--- src/sv/rhhs_ram.sv ---
// Generic single-port-write, single-port-read RAM with registered read.
`timescale 1ns / 1ps
module rhhs_ram #(
    parameter int WIDTH = 8,
    parameter int DEPTH = 16
) (
    input  logic                     clk,
    input  logic                     we,
    input  logic [$clog2(DEPTH)-1:0] waddr,
    input  logic [WIDTH-1:0]         wdata,
    input  logic [$clog2(DEPTH)-1:0] raddr,
    output logic [WIDTH-1:0]         rdata
);
    logic [WIDTH-1:0] mem [DEPTH];

    always_ff @(posedge clk)
    begin
        if (we)
        begin
            mem[waddr] <= wdata;
        end
        rdata <= mem[raddr];
    end
endmodule

--- config.mk ---
export PLATFORM = sky130hd
export DESIGN_NAME = rhhs_ram
export DESIGN_NICKNAME = d
export VERILOG_FILES = /design/src/sv/rhhs_ram.sv
export SDC_FILE = /design/constraint.sdc
export NUM_CORES = 1
export LEC_CHECK = 0
export BUFFER_PORTS_ARGS = -buffer_cell sky130_fd_sc_hd__buf_4
export CAP_MARGIN = 20
export CORE_UTILIZATION = 65
export DETAILED_ROUTE_END_ITERATION = 16
export MAX_ROUTING_LAYER = met4
export PLACE_DENSITY_LB_ADDON = 0.2
export SYNTH_ARGS = -nofsm -noshare
export SYNTH_HDL_FRONTEND = slang
export SYNTH_SLANG_ARGS = --single-unit
--- constraint.sdc ---
create_clock -name clk -period 5.2 [get_ports clk]
set_input_delay 0.78 -clock clk [delete_from_list [all_inputs] [get_ports clk]]
set_output_delay 0.78 -clock clk [all_outputs]
set_load 0.05 [all_outputs]
After elaboration in Yosys (flattened, before gate mapping)
Memory sizes are Yosys's and may differ from the RTL's. A register that Yosys moved wholly into a read port is not among the register bits.
Index checks and enable logic that the tools add are counted.
{ "totals": {"reg_bits": 0, "mem_count": 1, "mem_bits_rw": 128, "elab_cells": 3, "rom_bits": 0, "in_bits": 18, "latch_bits": 0} }
{ "op_classes": {"mux": 2, "n_addsub": 0, "bitwise_logic": 0, "n_div": 0, "shifts": 0, "n_reduce_logical": 0, "n_eq_ne": 0, "mul": 0, "n_lt_le_gt_ge": 0} }
{ "memory_table": {"columns": ["name", "depth", "word_bits", "read_ports", "rd_clocked_by_memory_dff", "wr", "line", "rtl"], "rows": [
  ["mem", 16, 8, 1, 1, 1, "14", "logic [WIDTH-1:0] mem [DEPTH];"]
]} }
{ "op_table": {"columns": ["op", "count"], "rows": [
  ["$mux W1", 2]
]} }

Logic depth before layout (Yosys ltp)
Gate-level depths: netlist of the first run.
{ "logic_depth": {"word_depth": 2, "mapped_depth": 5} }

Worst setup path after synthesis of the first run
No wires, ideal clock.
{ "synth_timing": {"path_kind": "input to register", "start": "input port waddr[2]", "end": "memory mem[0][0], enable pin", "path_slack_ns": 2.927, "arrival_ns": 1.890, "setup_ns": 0.383, "path_buffers": 0, "path_stages": 2, "cell_sequence": "or3b_2 -> nor3_1"} }
{ "synth_lines": {"columns": ["item", "line", "rtl"], "rows": [
  ["start, declared", "9", "input logic [$clog2(DEPTH)-1:0] waddr,"],
  ["end, declared", "14", null]
]} }
Straight into the memory's write port.

==> impl_metrics.prom, run 1 <==
# TYPE chip_impl_metric gauge
chip_impl_info{name="outcome",value="completed"} 1
chip_impl_metric{name="grt_pass1_wl",unit="µm"} 14570
chip_impl_metric{name="synth.yosys.seq_area_share",unit="%"} 77.78
chip_impl_metric{name="drt-pass1-iter-count",unit=""} 4
chip_impl_info{name="worst_path_max_delay_cell",value="sky130_fd_sc_hd__mux4_1"} 1
chip_impl_info{name="synth_largest_area_cell",value="sky130_fd_sc_hd__edfxtp_1"} 1
chip_impl_metric{name="pwr-share-clk",unit="%"} 48.2
chip_impl_metric{name="finalSetupTns",unit="ps"} 0
chip_impl_info{name="tritoncts",value="yes"} 1
chip_impl_metric{name="post-place-cells",unit=""} 347
chip_impl_metric{name="final_util",unit="%"} 78.63
chip_impl_info{name="holdCritPathClass",value="input pin to register"} 1
chip_impl_metric{name="slew_violations",unit=""} 0
chip_impl_metric{name="drc_errors",unit=""} 0
chip_impl_metric{name="met2_resource_use_gr",unit="%"} 41.48
chip_impl_metric{name="pin_count",unit=""} 26
chip_impl_metric{name="critPathBufInv",unit=""} 1
chip_impl_metric{name="post-cts-setup-buffer-count",unit=""} 0
chip_impl_metric{name="via_count_of_the_first_global_routing_pass",unit=""} 2557
chip_impl_metric{name="final-setup-viol-count",unit=""} 0
chip_impl_metric{name="grt_start_max_net_pins",unit=""} 33
chip_impl_metric{name="place.detailed.hpwl",unit="µm"} 5622
chip_impl_metric{name="power_switching",unit="µW"} 522.8
chip_impl_metric{name="power.switching_fraction",unit="%"} 19.72
chip_impl_metric{name="cap_viol_max_count",unit=""} 0
chip_impl_info{name="crit_family",value="multiplexers"} 1
chip_impl_metric{name="cts_resized",unit=""} 0
chip_impl_metric{name="dpl-instance-area",unit="µm²"} 5389
chip_impl_metric{name="power_share_of_the_combinational_group",unit="%"} 5.3
chip_impl_metric{name="areaGrowthSynthToFinish",unit="%"} 17.43
chip_impl_metric{name="wire_per_inst",unit="µm"} 25.39
chip_impl_metric{name="ir_drop",unit="mV"} 0.3920
chip_impl_metric{name="grt_use_total",unit="%"} 26.57
chip_impl_metric{name="die_area",unit="µm²"} 8279
chip_impl_metric{name="clk_pin_slew",unit="ps"} 60
chip_impl_metric{name="globalplace.congestion",unit=""} 0.7554
chip_impl_metric{name="detail_route.iter0.violations",unit=""} 235
chip_impl_metric{name="layout.filler_cells",unit=""} 378
chip_impl_metric{name="worst_path_largest_cell_delay",unit="ps"} 690
chip_impl_metric{name="post_synthesis_net_count",unit=""} 247
chip_impl_metric{name="post_route_cells_drive_above_1_share",unit="%"} 28.32
chip_impl_metric{name="buffer_ports.inserted",unit=""} 25
chip_impl_metric{name="hold_buffers",unit=""} 0
chip_impl_metric{name="report.final.hold_viol_count",unit=""} 0
chip_impl_info{name="synth_area_leaders",value="sky130_fd_sc_hd__edfxtp_1 (75%), sky130_fd_sc_hd__mux4_2 (7.9%), sky130_fd_sc_hd__mux4_1 (7.1%)"} 1
chip_impl_metric{name="final_cell_area",unit="µm²"} 6045
chip_impl_metric{name="finalWirelength",unit="µm"} 9672
chip_impl_metric{name="vias_per_cell",unit=""} 6.339
chip_impl_metric{name="final_cell_count_no_fill",unit=""} 381
chip_impl_metric{name="tritoncts.num_buffers",unit=""} 17
chip_impl_metric{name="hold_path_depth",unit=""} 1
chip_impl_info{name="worstPathCellList",value="buf_4, mux4_1, a22oi_1, nand2_1"} 1
chip_impl_metric{name="globalRoute.totalOverflow",unit=""} 0
chip_impl_metric{name="max-clock-path-buffers",unit=""} 2
chip_impl_info{name="grt_setup_unrepaired",value="no"} 1
chip_impl_info{name="cp-start-kind",value="input pin"} 1
chip_impl_info{name="clock-root-buffer",value="sky130_fd_sc_hd__clkbuf_8"} 1
chip_impl_metric{name="synthesis.area",unit="µm²"} 5147
chip_impl_metric{name="ys_ff_latch",unit=""} 136
chip_impl_metric{name="placementRows",unit=""} 32
chip_impl_info{name="global_route.peak_usage_layer",value="met2"} 1
chip_impl_metric{name="path_max_fanout",unit=""} 32
chip_impl_metric{name="layout_min_cycle_time",unit="ps"} 1958
chip_impl_metric{name="reg2regPathDepth",unit=""} 3
chip_impl_metric{name="design.core.area",unit="µm²"} 7687
chip_impl_metric{name="finalCritPeriodShare",unit="%"} 37.66
chip_impl_metric{name="insertedDiodeCount",unit=""} 0
chip_impl_metric{name="finalNetCount",unit=""} 284
chip_impl_metric{name="timing.fmax",unit="GHz"} 0.5106
chip_impl_metric{name="start_util",unit="%"} 66.96
chip_impl_metric{name="die_width",unit="µm"} 90.99
chip_impl_metric{name="power.density_cell_area",unit="nW/µm²"} 438.7
chip_impl_metric{name="die-height",unit="µm"} 90.99
chip_impl_metric{name="grtUsageMet3",unit="%"} 5.946
chip_impl_metric{name="power.static_leakage",unit="nW"} 2.042
chip_impl_metric{name="ys.warnings.count",unit=""} 0
chip_impl_metric{name="syn-instance-count",unit=""} 229
chip_impl_metric{name="ff_latch_area",unit="µm²"} 4004
chip_impl_metric{name="cellInternalPower",unit="mW"} 2.129
chip_impl_metric{name="worstSkewPairLatency",unit="ps"} 520
chip_impl_metric{name="cts-htree-levels",unit=""} 4
chip_impl_info{name="timing_worst_setup_path_type",value="input pin to register"} 1
chip_impl_metric{name="avgSynthCellArea",unit="µm²"} 22.48
chip_impl_metric{name="number_of_antenna_violations_at_the_first_check_in_global_routing",unit=""} 0
chip_impl_metric{name="finClkSkew",unit="ps"} 7.126
chip_impl_metric{name="via_count",unit=""} 2415
chip_impl_metric{name="number_of_antenna_violating_nets_in_the_routed_design",unit=""} 0
chip_impl_metric{name="crit_required",unit="ps"} 5590
chip_impl_metric{name="synth_cell_type_count",unit=""} 19
chip_impl_metric{name="final.hold.worst_slack",unit="ps"} 575.4
chip_impl_metric{name="reg_power_share",unit="%"} 46.5
chip_impl_metric{name="worst-endpoint-arrival",unit="ps"} 2350
chip_impl_metric{name="max-slew-margin-rel",unit="%"} 35.02
chip_impl_metric{name="yosysTopAreaCellShare",unit="%"} 74.67
chip_impl_metric{name="cts.sinks",unit=""} 136
chip_impl_metric{name="met1_usage",unit="%"} 35.82
chip_impl_info{name="endpoint_kind",value="register"} 1
chip_impl_metric{name="total_area_of_multi_input_combinational_cells",unit="µm²"} 1062
chip_impl_metric{name="timing_worst_slew_pin_value",unit="ps"} 971.1
chip_impl_metric{name="cp_num_cells",unit=""} 4
[path summary, 6_finish.rpt]
check	from	endpoint	slack, ps
min	wdata[4]	mem[0][4]	580
max reg2reg	mem[5][3]	rdata[3]	3740
max	raddr[0]	rdata[3]	3240
min reg2reg	mem[12][7]	rdata[7]	680
[cell type report]
| cell class | count | share of cell area [%] |
|---|---|---|
| repair buffers | 28 | 3.436 |
| clock inverters | 12 | 3.271 |
| multi-input cells | 83 | 17.57 |
| flip-flops and latches | 136 | 66.24 |
| clock buffers | 20 | 7.369 |
| well taps | 102 | 2.111 |
[layer usage]
metal	share of wire (%)	up-vias
met5	0	-
met4	1.6	0
li1	-	1049
met2	51	116
met1	40	1234
met3	7.2	16
[synth_stat cells (all sizes together)]
library cell	count
a22oi	16
and2	1
and2b	1
buf	7
clkdlybuf4s25	3
dfxtp	8
edfxtp	128
mux4	32
nand2	9
nand2b	2
nand3	1
nand3b	2
nor2	13
nor2b	1
nor3	4
or3b	1
[kinds of logic (layout without fill, tap and decap cells)]
logic type	count (synthesis)	count (layout)	share of synthesized area, %
flops	136	136	77.78
simple gates	35	35	3.184
mux	32	32	15.02
compound gates	16	16	2.334
buf+inv	10	60	1.677
[cells in the final DEF (no fill, tap or decap)]
cell,n
sky130_fd_sc_hd__edfxtp_1,128
sky130_fd_sc_hd__buf_4,26
sky130_fd_sc_hd__mux4_2,18
sky130_fd_sc_hd__a22oi_1,16
sky130_fd_sc_hd__clkbuf_16,16
sky130_fd_sc_hd__mux4_1,14
sky130_fd_sc_hd__nor2_1,13
sky130_fd_sc_hd__nand2_1,9
sky130_fd_sc_hd__dfxtp_1,8
sky130_fd_sc_hd__bufinv_16,5
sky130_fd_sc_hd__nor3_1,3
sky130_fd_sc_hd__clkbuf_8,3
sky130_fd_sc_hd__clkinv_2,3
sky130_fd_sc_hd__nand3b_1,2
sky130_fd_sc_hd__nand2b_1,2
sky130_fd_sc_hd__clkinvlp_4,2
sky130_fd_sc_hd__clkinv_4,2
sky130_fd_sc_hd__nor2b_1,1
sky130_fd_sc_hd__and2_1,1
sky130_fd_sc_hd__and2b_1,1
sky130_fd_sc_hd__nand3_1,1
sky130_fd_sc_hd__nor3_2,1
sky130_fd_sc_hd__or3b_2,1
sky130_fd_sc_hd__clkbuf_1,1
sky130_fd_sc_hd__buf_2,1
sky130_fd_sc_hd__clkbuf_4,1
[power groups by stage]
stage               Combinational, mW  Clock (mW)  Sequential, mW
finish                          0.141        1.28            1.23
global route                    0.149        1.33            1.24
CTS                             0.141        1.29            1.23
detailed placement              0.140           0            1.26
global placement                0.136           0            1.25
floorplan                      0.0622           0            1.28
[per-stage QoR]
stage	worst slack [ps]	total power, mW
floorplan	2927	1.342
global placement	2634	1.390
detailed placement	2484	1.395
CTS	3008	2.666
global route	3177	2.715
finish	3242	2.652
[state kept, by name, indices dropped and copies added (netlist names)]
signal  cells
mem       128
rdata       8
Note: power is estimated with default switching activity, not from simulation.
==> run 2, diff against run 1 <==
ABC_AREA = 1   (was default)
CORE_UTILIZATION = 61   (was 65)
clock period = 2 ns   (was 5.2 ns; I/O delays follow)
==> run 2 against run 1 <==
Cell count increased by 87%. Clock skew decreased by 0.57 ps. Critical path depth decreased by 3. Die area increased by 19%. Synthesized cell count increased by 140%. Sequential cell count unchanged. Sequential power increased to 2.6 times the previous value. Clock-buffer cell count unchanged. Highest routed layer unchanged.
==> impl_metrics.prom, run 2 <==
# TYPE chip_impl_metric gauge
chip_impl_info{name="register_name_with_the_most_flops",value="mem"} 1
chip_impl_metric{name="vias_per_cell",unit=""} 5.486
chip_impl_metric{name="layout_min_cycle_time",unit="ps"} 1388
chip_impl_metric{name="reg2reg_setup_slack",unit="ps"} 960
chip_impl_info{name="synth_largest_area_cell",value="sky130_fd_sc_hd__edfxtp_1"} 1
chip_impl_metric{name="final_cell_count_no_fill",unit=""} 712
chip_impl_metric{name="critPathBufInv",unit=""} 1
chip_impl_metric{name="drt-pass1-iter-count",unit=""} 5
chip_impl_metric{name="finalCritPeriodShare",unit="%"} 69.39
chip_impl_info{name="yosysMostFrequentCell",value="sky130_fd_sc_hd__nand2_1"} 1
chip_impl_info{name="crit_family",value="flip-flops"} 1
chip_impl_info{name="layout_top_registers",value="mem x128, rdata x8"} 1
chip_impl_metric{name="final_cell_area",unit="µm²"} 6646
chip_impl_metric{name="worst-endpoint-arrival",unit="ps"} 1090
chip_impl_metric{name="ys_ff_latch",unit=""} 136
chip_impl_info{name="most-common-layout-cells",value="sky130_fd_sc_hd__nand2_1 (173), sky130_fd_sc_hd__edfxtp_1 (128), sky130_fd_sc_hd__inv_1 (100), sky130_fd_sc_hd__nand3_1 (97), sky130_fd_sc_hd__buf_4 (41)"} 1
chip_impl_metric{name="max-slew-margin-rel",unit="%"} 41.19
chip_impl_metric{name="report.final.hold_viol_count",unit=""} 0
chip_impl_metric{name="start_util",unit="%"} 62.71
chip_impl_info{name="grt_setup_unrepaired",value="no"} 1
chip_impl_metric{name="pin_count",unit=""} 26
chip_impl_metric{name="ir_drop",unit="mV"} 0.6029
chip_impl_metric{name="via_count_of_the_first_global_routing_pass",unit=""} 3600
chip_impl_metric{name="adder_and_majority_gate_portion_of_the_synthesized_area",unit="%"} 0
chip_impl_metric{name="timing.fmax",unit="GHz"} 0.7206
chip_impl_metric{name="post_synthesis_net_count",unit=""} 569
chip_impl_info{name="layout.cells.most_common",value="sky130_fd_sc_hd__nand2_1"} 1
chip_impl_metric{name="areaGrowthSynthToFinish",unit="%"} 15.25
chip_impl_metric{name="grt_pass1_wl",unit="µm"} 19840
chip_impl_info{name="cp-start-kind",value="register"} 1
chip_impl_metric{name="number_of_antenna_violating_nets_in_the_routed_design",unit=""} 0
chip_impl_metric{name="insertedDiodeCount",unit=""} 0
chip_impl_metric{name="cts.sinks",unit=""} 136
chip_impl_metric{name="finClkSkew",unit="ps"} 6.560
chip_impl_info{name="main_combinational_cell_family_by_area_after_synthesis",value="simple AND/OR/NAND/NOR gates"} 1
chip_impl_metric{name="buffer_ports.inserted",unit=""} 25
chip_impl_metric{name="drc_errors",unit=""} 0
chip_impl_metric{name="yosysTopAreaCellShare",unit="%"} 66.65
chip_impl_metric{name="synth_mux_area_share",unit="%"} 0
chip_impl_metric{name="die-height",unit="µm"} 99.23
chip_impl_metric{name="yosys.area_share.xor_xnor",unit="%"} 0
chip_impl_metric{name="detail_route.iter0.violations",unit=""} 392
chip_impl_metric{name="synth-compound-area-share",unit="%"} 0
chip_impl_metric{name="wire_per_inst",unit="µm"} 17.99
chip_impl_metric{name="timing_worst_slew_pin_value",unit="ps"} 879.0
chip_impl_metric{name="syn-instance-count",unit=""} 551
chip_impl_metric{name="post-cts-setup-buffer-count",unit=""} 0
chip_impl_metric{name="largest_register_ffs",unit=""} 128
chip_impl_info{name="min_to",value="rdata[3]"} 1
chip_impl_info{name="clock-root-buffer",value="sky130_fd_sc_hd__clkbuf_8"} 1
chip_impl_metric{name="tritoncts.num_buffers",unit=""} 17
chip_impl_metric{name="path_max_fanout",unit=""} 1
chip_impl_metric{name="place.detailed.hpwl",unit="µm"} 7438
chip_impl_info{name="worst_path_max_delay_cell",value="sky130_fd_sc_hd__dfxtp_1"} 1
chip_impl_metric{name="max-clock-path-buffers",unit=""} 2
chip_impl_metric{name="hold_path_depth",unit=""} 3
chip_impl_metric{name="ys.warnings.count",unit=""} 0
chip_impl_metric{name="final-setup-viol-count",unit=""} 0
chip_impl_info{name="endpoint_kind",value="output pin"} 1
chip_impl_metric{name="clk_pin_slew",unit="ps"} 60
chip_impl_metric{name="globalRoute.totalOverflow",unit=""} 0
chip_impl_metric{name="crit_required",unit="ps"} 1700
chip_impl_metric{name="cts_resized",unit=""} 0
chip_impl_metric{name="final.hold.worst_slack",unit="ps"} 106.1
chip_impl_info{name="synth_area_leaders",value="sky130_fd_sc_hd__edfxtp_1 (67%), sky130_fd_sc_hd__nand2_1 (11%), sky130_fd_sc_hd__nand3_1 (8.4%)"} 1
chip_impl_metric{name="reg2regPathDepth",unit=""} 6
chip_impl_metric{name="cts-htree-levels",unit=""} 4
chip_impl_metric{name="worst_path_largest_cell_delay",unit="ps"} 360
chip_impl_info{name="critical_path.reg2reg.startpoint",value="mem[0][1]"} 1
chip_impl_metric{name="synth.yosys.seq_area_share",unit="%"} 69.43
chip_impl_metric{name="placementRows",unit=""} 35
chip_impl_metric{name="post-place-cells",unit=""} 680
chip_impl_metric{name="finalWirelength",unit="µm"} 12810
chip_impl_info{name="timing_worst_setup_path_type",value="register to output pin"} 1
chip_impl_metric{name="p_total",unit="mW"} 6.722
chip_impl_metric{name="design.core.area",unit="µm²"} 9196
chip_impl_metric{name="synthSimpleGateAreaFrac",unit="%"} 21.05
chip_impl_metric{name="cap_viol_max_count",unit=""} 0
chip_impl_metric{name="synth_edf_count",unit=""} 128
chip_impl_metric{name="grt_start_max_net_pins",unit=""} 65
chip_impl_metric{name="globalplace.congestion",unit=""} 0.8636
chip_impl_metric{name="finalSetupTns",unit="ps"} 0
chip_impl_metric{name="synth_cell_type_count",unit=""} 12
chip_impl_metric{name="power.static_leakage",unit="nW"} 2.917
chip_impl_info{name="synth_flop_cell",value="sky130_fd_sc_hd__edfxtp_1"} 1
chip_impl_metric{name="worstSkewPairLatency",unit="ps"} 520
chip_impl_metric{name="finalNetCount",unit=""} 606
chip_impl_metric{name="hold_buffers",unit=""} 0
chip_impl_info{name="worstHoldStart",value="raddr[3]"} 1
chip_impl_metric{name="slew_violations",unit=""} 0
chip_impl_metric{name="synthesis.area",unit="µm²"} 5767
chip_impl_metric{name="number_of_antenna_violations_at_the_first_check_in_global_routing",unit=""} 0
chip_impl_info{name="r2r_end",value="rdata[1]"} 1
chip_impl_metric{name="synth_async_sr_flop_share",unit="%"} 0
chip_impl_metric{name="die_width",unit="µm"} 99.23
chip_impl_info{name="post_synth_most_frequent_cells",value="sky130_fd_sc_hd__nand2_1 (173), sky130_fd_sc_hd__edfxtp_1 (128), sky130_fd_sc_hd__inv_1 (100)"} 1
chip_impl_metric{name="power.density_cell_area",unit="nW/µm²"} 1011
chip_impl_info{name="worstPathCellList",value="buf_4"} 1
chip_impl_metric{name="via_count",unit=""} 3906
chip_impl_info{name="outcome",value="completed"} 1
chip_impl_metric{name="dpl-instance-area",unit="µm²"} 6067
chip_impl_metric{name="avgSynthCellArea",unit="µm²"} 10.47
chip_impl_metric{name="grt_use_total",unit="%"} 28.96
chip_impl_info{name="tritoncts",value="yes"} 1
chip_impl_info{name="holdCritPathClass",value="input pin to register"} 1
chip_impl_metric{name="post_route_cells_drive_above_1_share",unit="%"} 12.15
chip_impl_metric{name="die_area",unit="µm²"} 9847
==> run 2: changes by cell type in the layout (fill, tap and decap cells not counted), sizes merged, moves of 4 or more <==
cell	before	now
mux4	32	0
nor2	13	17
a22oi	16	0
nand3	1	97
nand2	9	173
clkinv	5	9
nor3	4	0
buf	27	42
inv	0	102
==> run 2: tightest hold or removal path, delay by kind of cell <==
kind                   cells  cell delay (ps)
buffers and inverters      1              150
and+or+nand+nor            2              140
==> run 2: final cells by class <==
| cell class | instances | area (µm²) |
|---|---|---|
| Fill cell | 613 | 2550 |
| Clock inverter | 12 | 153.9 |
| Clock buffer | 20 | 425.4 |
| Inverter | 102 | 382.9 |
| Sequential cell | 136 | 4004 |
| Tap cell | 111 | 138.9 |
| Multi-Input combinational cell | 289 | 1214 |
| Timing Repair Buffer | 42 | 327.8 |
==> run 2: power breakdown <==
part / switching [mW] / total (mW) / internal, mW
Clock: 1.15 / 3.05 / 1.90
Combinational: 0.333 / 0.464 / 0.132
Sequential: 0.0224 / 3.21 / 3.19
==> run 2: cell families after synthesis <==
kind of cell | count (synthesis)
buf+inv | 126
flops | 136
simple gates | 289
==> run 2: metal layers <==
layer  vias to the layer above  track usage (%)  part of all wire, %
li1                       1846                -                    -
met1                      1847            41.05                   43
met2                       190            42.09                   47
met3                        23            4.779                  7.9
met4                         0            12.22                  1.8
met5                         -                -                    0
==> run 2: through the flow <==
stage	util (%)	setup WS, ps
3_3_place_gp	65.97	329.2
4_1_cts	72.27	596.0
6_report	72.27	612.2
3_5_place_dp	65.97	324.1
2_1_floorplan	-	749.2
5_1_grt	72.27	586.9
==> run 2: how the worst max path moves through the flow <==
stage                  start          to  slack [ps]  cells past startpoint
CTS                 rdata[6]    rdata[6]         600                      1
detailed placement  waddr[2]   mem[3][2]         320                      4
global placement    waddr[2]   mem[3][2]         330                      4
floorplan           waddr[2]  mem[10][0]         750                      2
finish              rdata[6]    rdata[6]         610                      1
global route        rdata[6]    rdata[6]         590                      1
==> run 3, diff against run 2 <==
ABC_AREA = 0   (was 1)
CORE_UTILIZATION = 54   (was 61)
clock period = 1.15 ns   (was 2 ns; I/O delays follow)
==> run 3 against run 2 <==
The flow now finishes with violations (negative setup slack). Total power rose by 74%. Non-clock buffer count up 22. Final area shrank 2.1%. Critical path depth rose by 2. Clock-buffer cell count fell by 2. Global-route usage fell by 6.8 points. Cell count decreased by 38%. Wire length fell by 26%. Hold slack better by 61 ps. Via count down 37%.
==> impl_metrics.prom, run 3 (same netlist as run 1, synthesis figures left out) <==
# TYPE chip_impl_metric gauge
chip_impl_info{name="outcome",value="finished with violations"} 1
chip_impl_info{name="violations_in_the_final_reports",value="negative setup slack"} 1
chip_impl_metric{name="tritoncts.num_buffers",unit=""} 17
chip_impl_metric{name="path_max_fanout",unit=""} 1
chip_impl_metric{name="die-height",unit="µm"} 99.64
chip_impl_info{name="worstPathCellList",value="mux4_2, a22oi_2, nand2_1"} 1
chip_impl_metric{name="post_route_cells_drive_above_1_share",unit="%"} 45.40
chip_impl_metric{name="layout_min_cycle_time",unit="ps"} 1270
chip_impl_metric{name="insertedDiodeCount",unit=""} 0
chip_impl_metric{name="timing.fmax",unit="GHz"} 0.7872
chip_impl_metric{name="crit_required",unit="ps"} 1550
chip_impl_metric{name="reg2regPathDepth",unit=""} 3
chip_impl_metric{name="finalNetCount",unit=""} 320
chip_impl_metric{name="worst-endpoint-arrival",unit="ps"} 1670
chip_impl_info{name="min_to",value="rdata[0]"} 1
chip_impl_metric{name="report.final.hold_viol_count",unit=""} 0
chip_impl_metric{name="largest_register_ffs",unit=""} 128
chip_impl_metric{name="globalRoute.totalOverflow",unit=""} 0
chip_impl_metric{name="final_util",unit="%"} 70.43
chip_impl_metric{name="ff_latch_area",unit="µm²"} 4013
chip_impl_metric{name="pin_count",unit=""} 26
chip_impl_metric{name="worstSkewPairLatency",unit="ps"} 520
chip_impl_metric{name="max-clock-path-buffers",unit=""} 2
chip_impl_info{name="layout_top_registers",value="mem x128, rdata x8"} 1
chip_impl_metric{name="slew_violations",unit=""} 0
chip_impl_metric{name="areaGrowthSynthToFinish",unit="%"} 26.42
chip_impl_metric{name="place.detailed.hpwl",unit="µm"} 6017
chip_impl_metric{name="max-slew-margin-rel",unit="%"} 43.44
chip_impl_metric{name="grt_use_total",unit="%"} 22.12
chip_impl_metric{name="finalWirelength",unit="µm"} 9422
chip_impl_metric{name="power_share_of_the_combinational_group",unit="%"} 6.9
chip_impl_metric{name="placementRows",unit=""} 35
chip_impl_metric{name="drt-pass1-iter-count",unit=""} 4
chip_impl_metric{name="die_area",unit="µm²"} 9927
chip_impl_metric{name="total_area_of_multi_input_combinational_cells",unit="µm²"} 1101
chip_impl_info{name="endpoint_kind",value="register"} 1
chip_impl_info{name="r2r_end",value="rdata[2]"} 1
chip_impl_metric{name="cap_viol_max_count",unit=""} 0
chip_impl_info{name="grt_setup_unrepaired",value="yes"} 1
chip_impl_metric{name="finalCritPeriodShare",unit="%"} 110.5
chip_impl_metric{name="grt_start_max_net_pins",unit=""} 17
chip_impl_metric{name="grt_pass1_wl",unit="µm"} 14670
chip_impl_metric{name="finClkSkew",unit="ps"} 6.737
chip_impl_metric{name="vias_per_cell",unit=""} 5.545
chip_impl_metric{name="cellInternalPower",unit="mW"} 9.234
chip_impl_info{name="tritoncts",value="yes"} 1
chip_impl_metric{name="start_util",unit="%"} 55.71
chip_impl_metric{name="cts-htree-levels",unit=""} 4
chip_impl_info{name="cp-start-kind",value="register"} 1
chip_impl_metric{name="timing_worst_slew_pin_value",unit="ps"} 845.2
chip_impl_metric{name="buffer_ports.inserted",unit=""} 25
chip_impl_metric{name="globalplace.congestion",unit=""} 0.7445
chip_impl_metric{name="final.hold.worst_slack",unit="ps"} 166.9
chip_impl_metric{name="detail_route.iter0.violations",unit=""} 127
chip_impl_metric{name="via_count_of_the_first_global_routing_pass",unit=""} 2564
chip_impl_metric{name="clk_pin_slew",unit="ps"} 60
chip_impl_metric{name="reg_power_share",unit="%"} 47.7
chip_impl_metric{name="worst_path_largest_cell_delay",unit="ps"} 480
chip_impl_metric{name="wire_per_inst",unit="µm"} 21.22
chip_impl_metric{name="power.switching_fraction",unit="%"} 21.13
chip_impl_info{name="register_name_with_the_most_flops",value="mem"} 1
chip_impl_metric{name="p_total",unit="mW"} 11.71
chip_impl_metric{name="final_cell_area",unit="µm²"} 6507
chip_impl_info{name="worstHoldStart",value="raddr[1]"} 1
chip_impl_info{name="most-common-layout-cells",value="sky130_fd_sc_hd__edfxtp_1 (128), sky130_fd_sc_hd__buf_4 (41), sky130_fd_sc_hd__mux4_2 (32), sky130_fd_sc_hd__clkbuf_16 (16), sky130_fd_sc_hd__nor2_1 (10)"} 1
chip_impl_metric{name="post-place-cells",unit=""} 404
chip_impl_metric{name="power.static_leakage",unit="nW"} 2.184
chip_impl_metric{name="post-cts-setup-buffer-count",unit=""} 0
chip_impl_metric{name="final-setup-viol-count",unit=""} 16
chip_impl_info{name="worst_path_max_delay_cell",value="sky130_fd_sc_hd__mux4_2"} 1
chip_impl_metric{name="setup_ws",unit="ps"} -120.4
chip_impl_info{name="holdCritPathClass",value="input pin to register"} 1
chip_impl_metric{name="hold_path_depth",unit=""} 4
chip_impl_metric{name="number_of_antenna_violations_at_the_first_check_in_global_routing",unit=""} 0
chip_impl_metric{name="final_cell_count_no_fill",unit=""} 444
chip_impl_metric{name="power_switching",unit="mW"} 2.474
chip_impl_metric{name="dpl-instance-area",unit="µm²"} 5733
chip_impl_info{name="clock-root-buffer",value="sky130_fd_sc_hd__clkbuf_8"} 1
chip_impl_metric{name="layout.filler_cells",unit=""} 583
chip_impl_metric{name="drc_errors",unit=""} 0
chip_impl_info{name="layout.cells.most_common",value="sky130_fd_sc_hd__edfxtp_1"} 1
chip_impl_info{name="critical_path.reg2reg.startpoint",value="mem[2][2]"} 1
chip_impl_metric{name="via_count",unit=""} 2462
chip_impl_info{name="timing_worst_setup_path_type",value="register to register"} 1
chip_impl_metric{name="die_width",unit="µm"} 99.64
chip_impl_metric{name="cts.sinks",unit=""} 136
chip_impl_metric{name="number_of_antenna_violating_nets_in_the_routed_design",unit=""} 0
chip_impl_metric{name="design.core.area",unit="µm²"} 9240
chip_impl_metric{name="power.density_cell_area",unit="nW/µm²"} 1799
chip_impl_metric{name="pwr-share-clk",unit="%"} 45.3
chip_impl_metric{name="ir_drop",unit="mV"} 1.004
chip_impl_metric{name="reg2reg_setup_slack",unit="ps"} -120
==> run 3: worst max-delay path: cells and delay by family (launching register included) <==
family | cells | cell delay (ps)
mux | 1 | 480
simple gates | 1 | 90
compound gates | 1 | 210
flops | 1 | 380
==> run 3: final cells by class <==
class	count	share of cell area [%]
Clock buffer	18	6.422
Clock inverter	14	2.673
Multi-Input combinational cell	83	16.92
Sequential cell	136	61.66
Tap cell	129	2.480
Timing Repair Buffer	64	9.844
==> run 3: power by group through the flow <==
| stage | sequential, mW | clock, mW | combinational, mW |
|---|---|---|---|
| floorplan | 5.79 | 0 | 0.316 |
| global placement | 5.67 | 0 | 0.717 |
| detailed placement | 5.68 | 0 | 0.729 |
| CTS | 5.59 | 5.39 | 0.807 |
| global route | 5.60 | 5.61 | 0.863 |
| finish | 5.59 | 5.31 | 0.811 |
==> run 3: how the worst max path moves through the flow <==
stage | to | startpoint
after floorplan | mem[0][0] | waddr[2]
after global placement | rdata[2] | raddr[0]
after detailed placement | rdata[2] | raddr[0]
after CTS | rdata[2] | mem[2][2]
after global routing | rdata[2] | mem[7][2]
final | rdata[2] | mem[2][2]
==> run 3: metal layers <==
layer  share of wire (%)  routed length, µm  track usage [%]
met4                 1.3                125            10.18
met5                   0                  0                -
met2                  50               4720            33.07
met3                 3.7                349            5.552
met1                  45               4227            28.99
==> run 3: metrics by stage <==
step / setup WS (ps) / TNS (ps)
2_1_floorplan: -155.6 / -2178
3_3_place_gp: -382.9 / -19800
3_5_place_dp: -383.1 / -21450
4_1_cts: -121.7 / -1143
5_1_grt: -161.8 / -1555
6_report: -120.4 / -797.9
==> run 3: timing repair <==
action,4_1_cts,5_1_grt
setup endpoints to repair,16,16
hold endpoints to repair,128,0
pin swaps,4,2
hold buffers,8,0
resized for setup,27,4
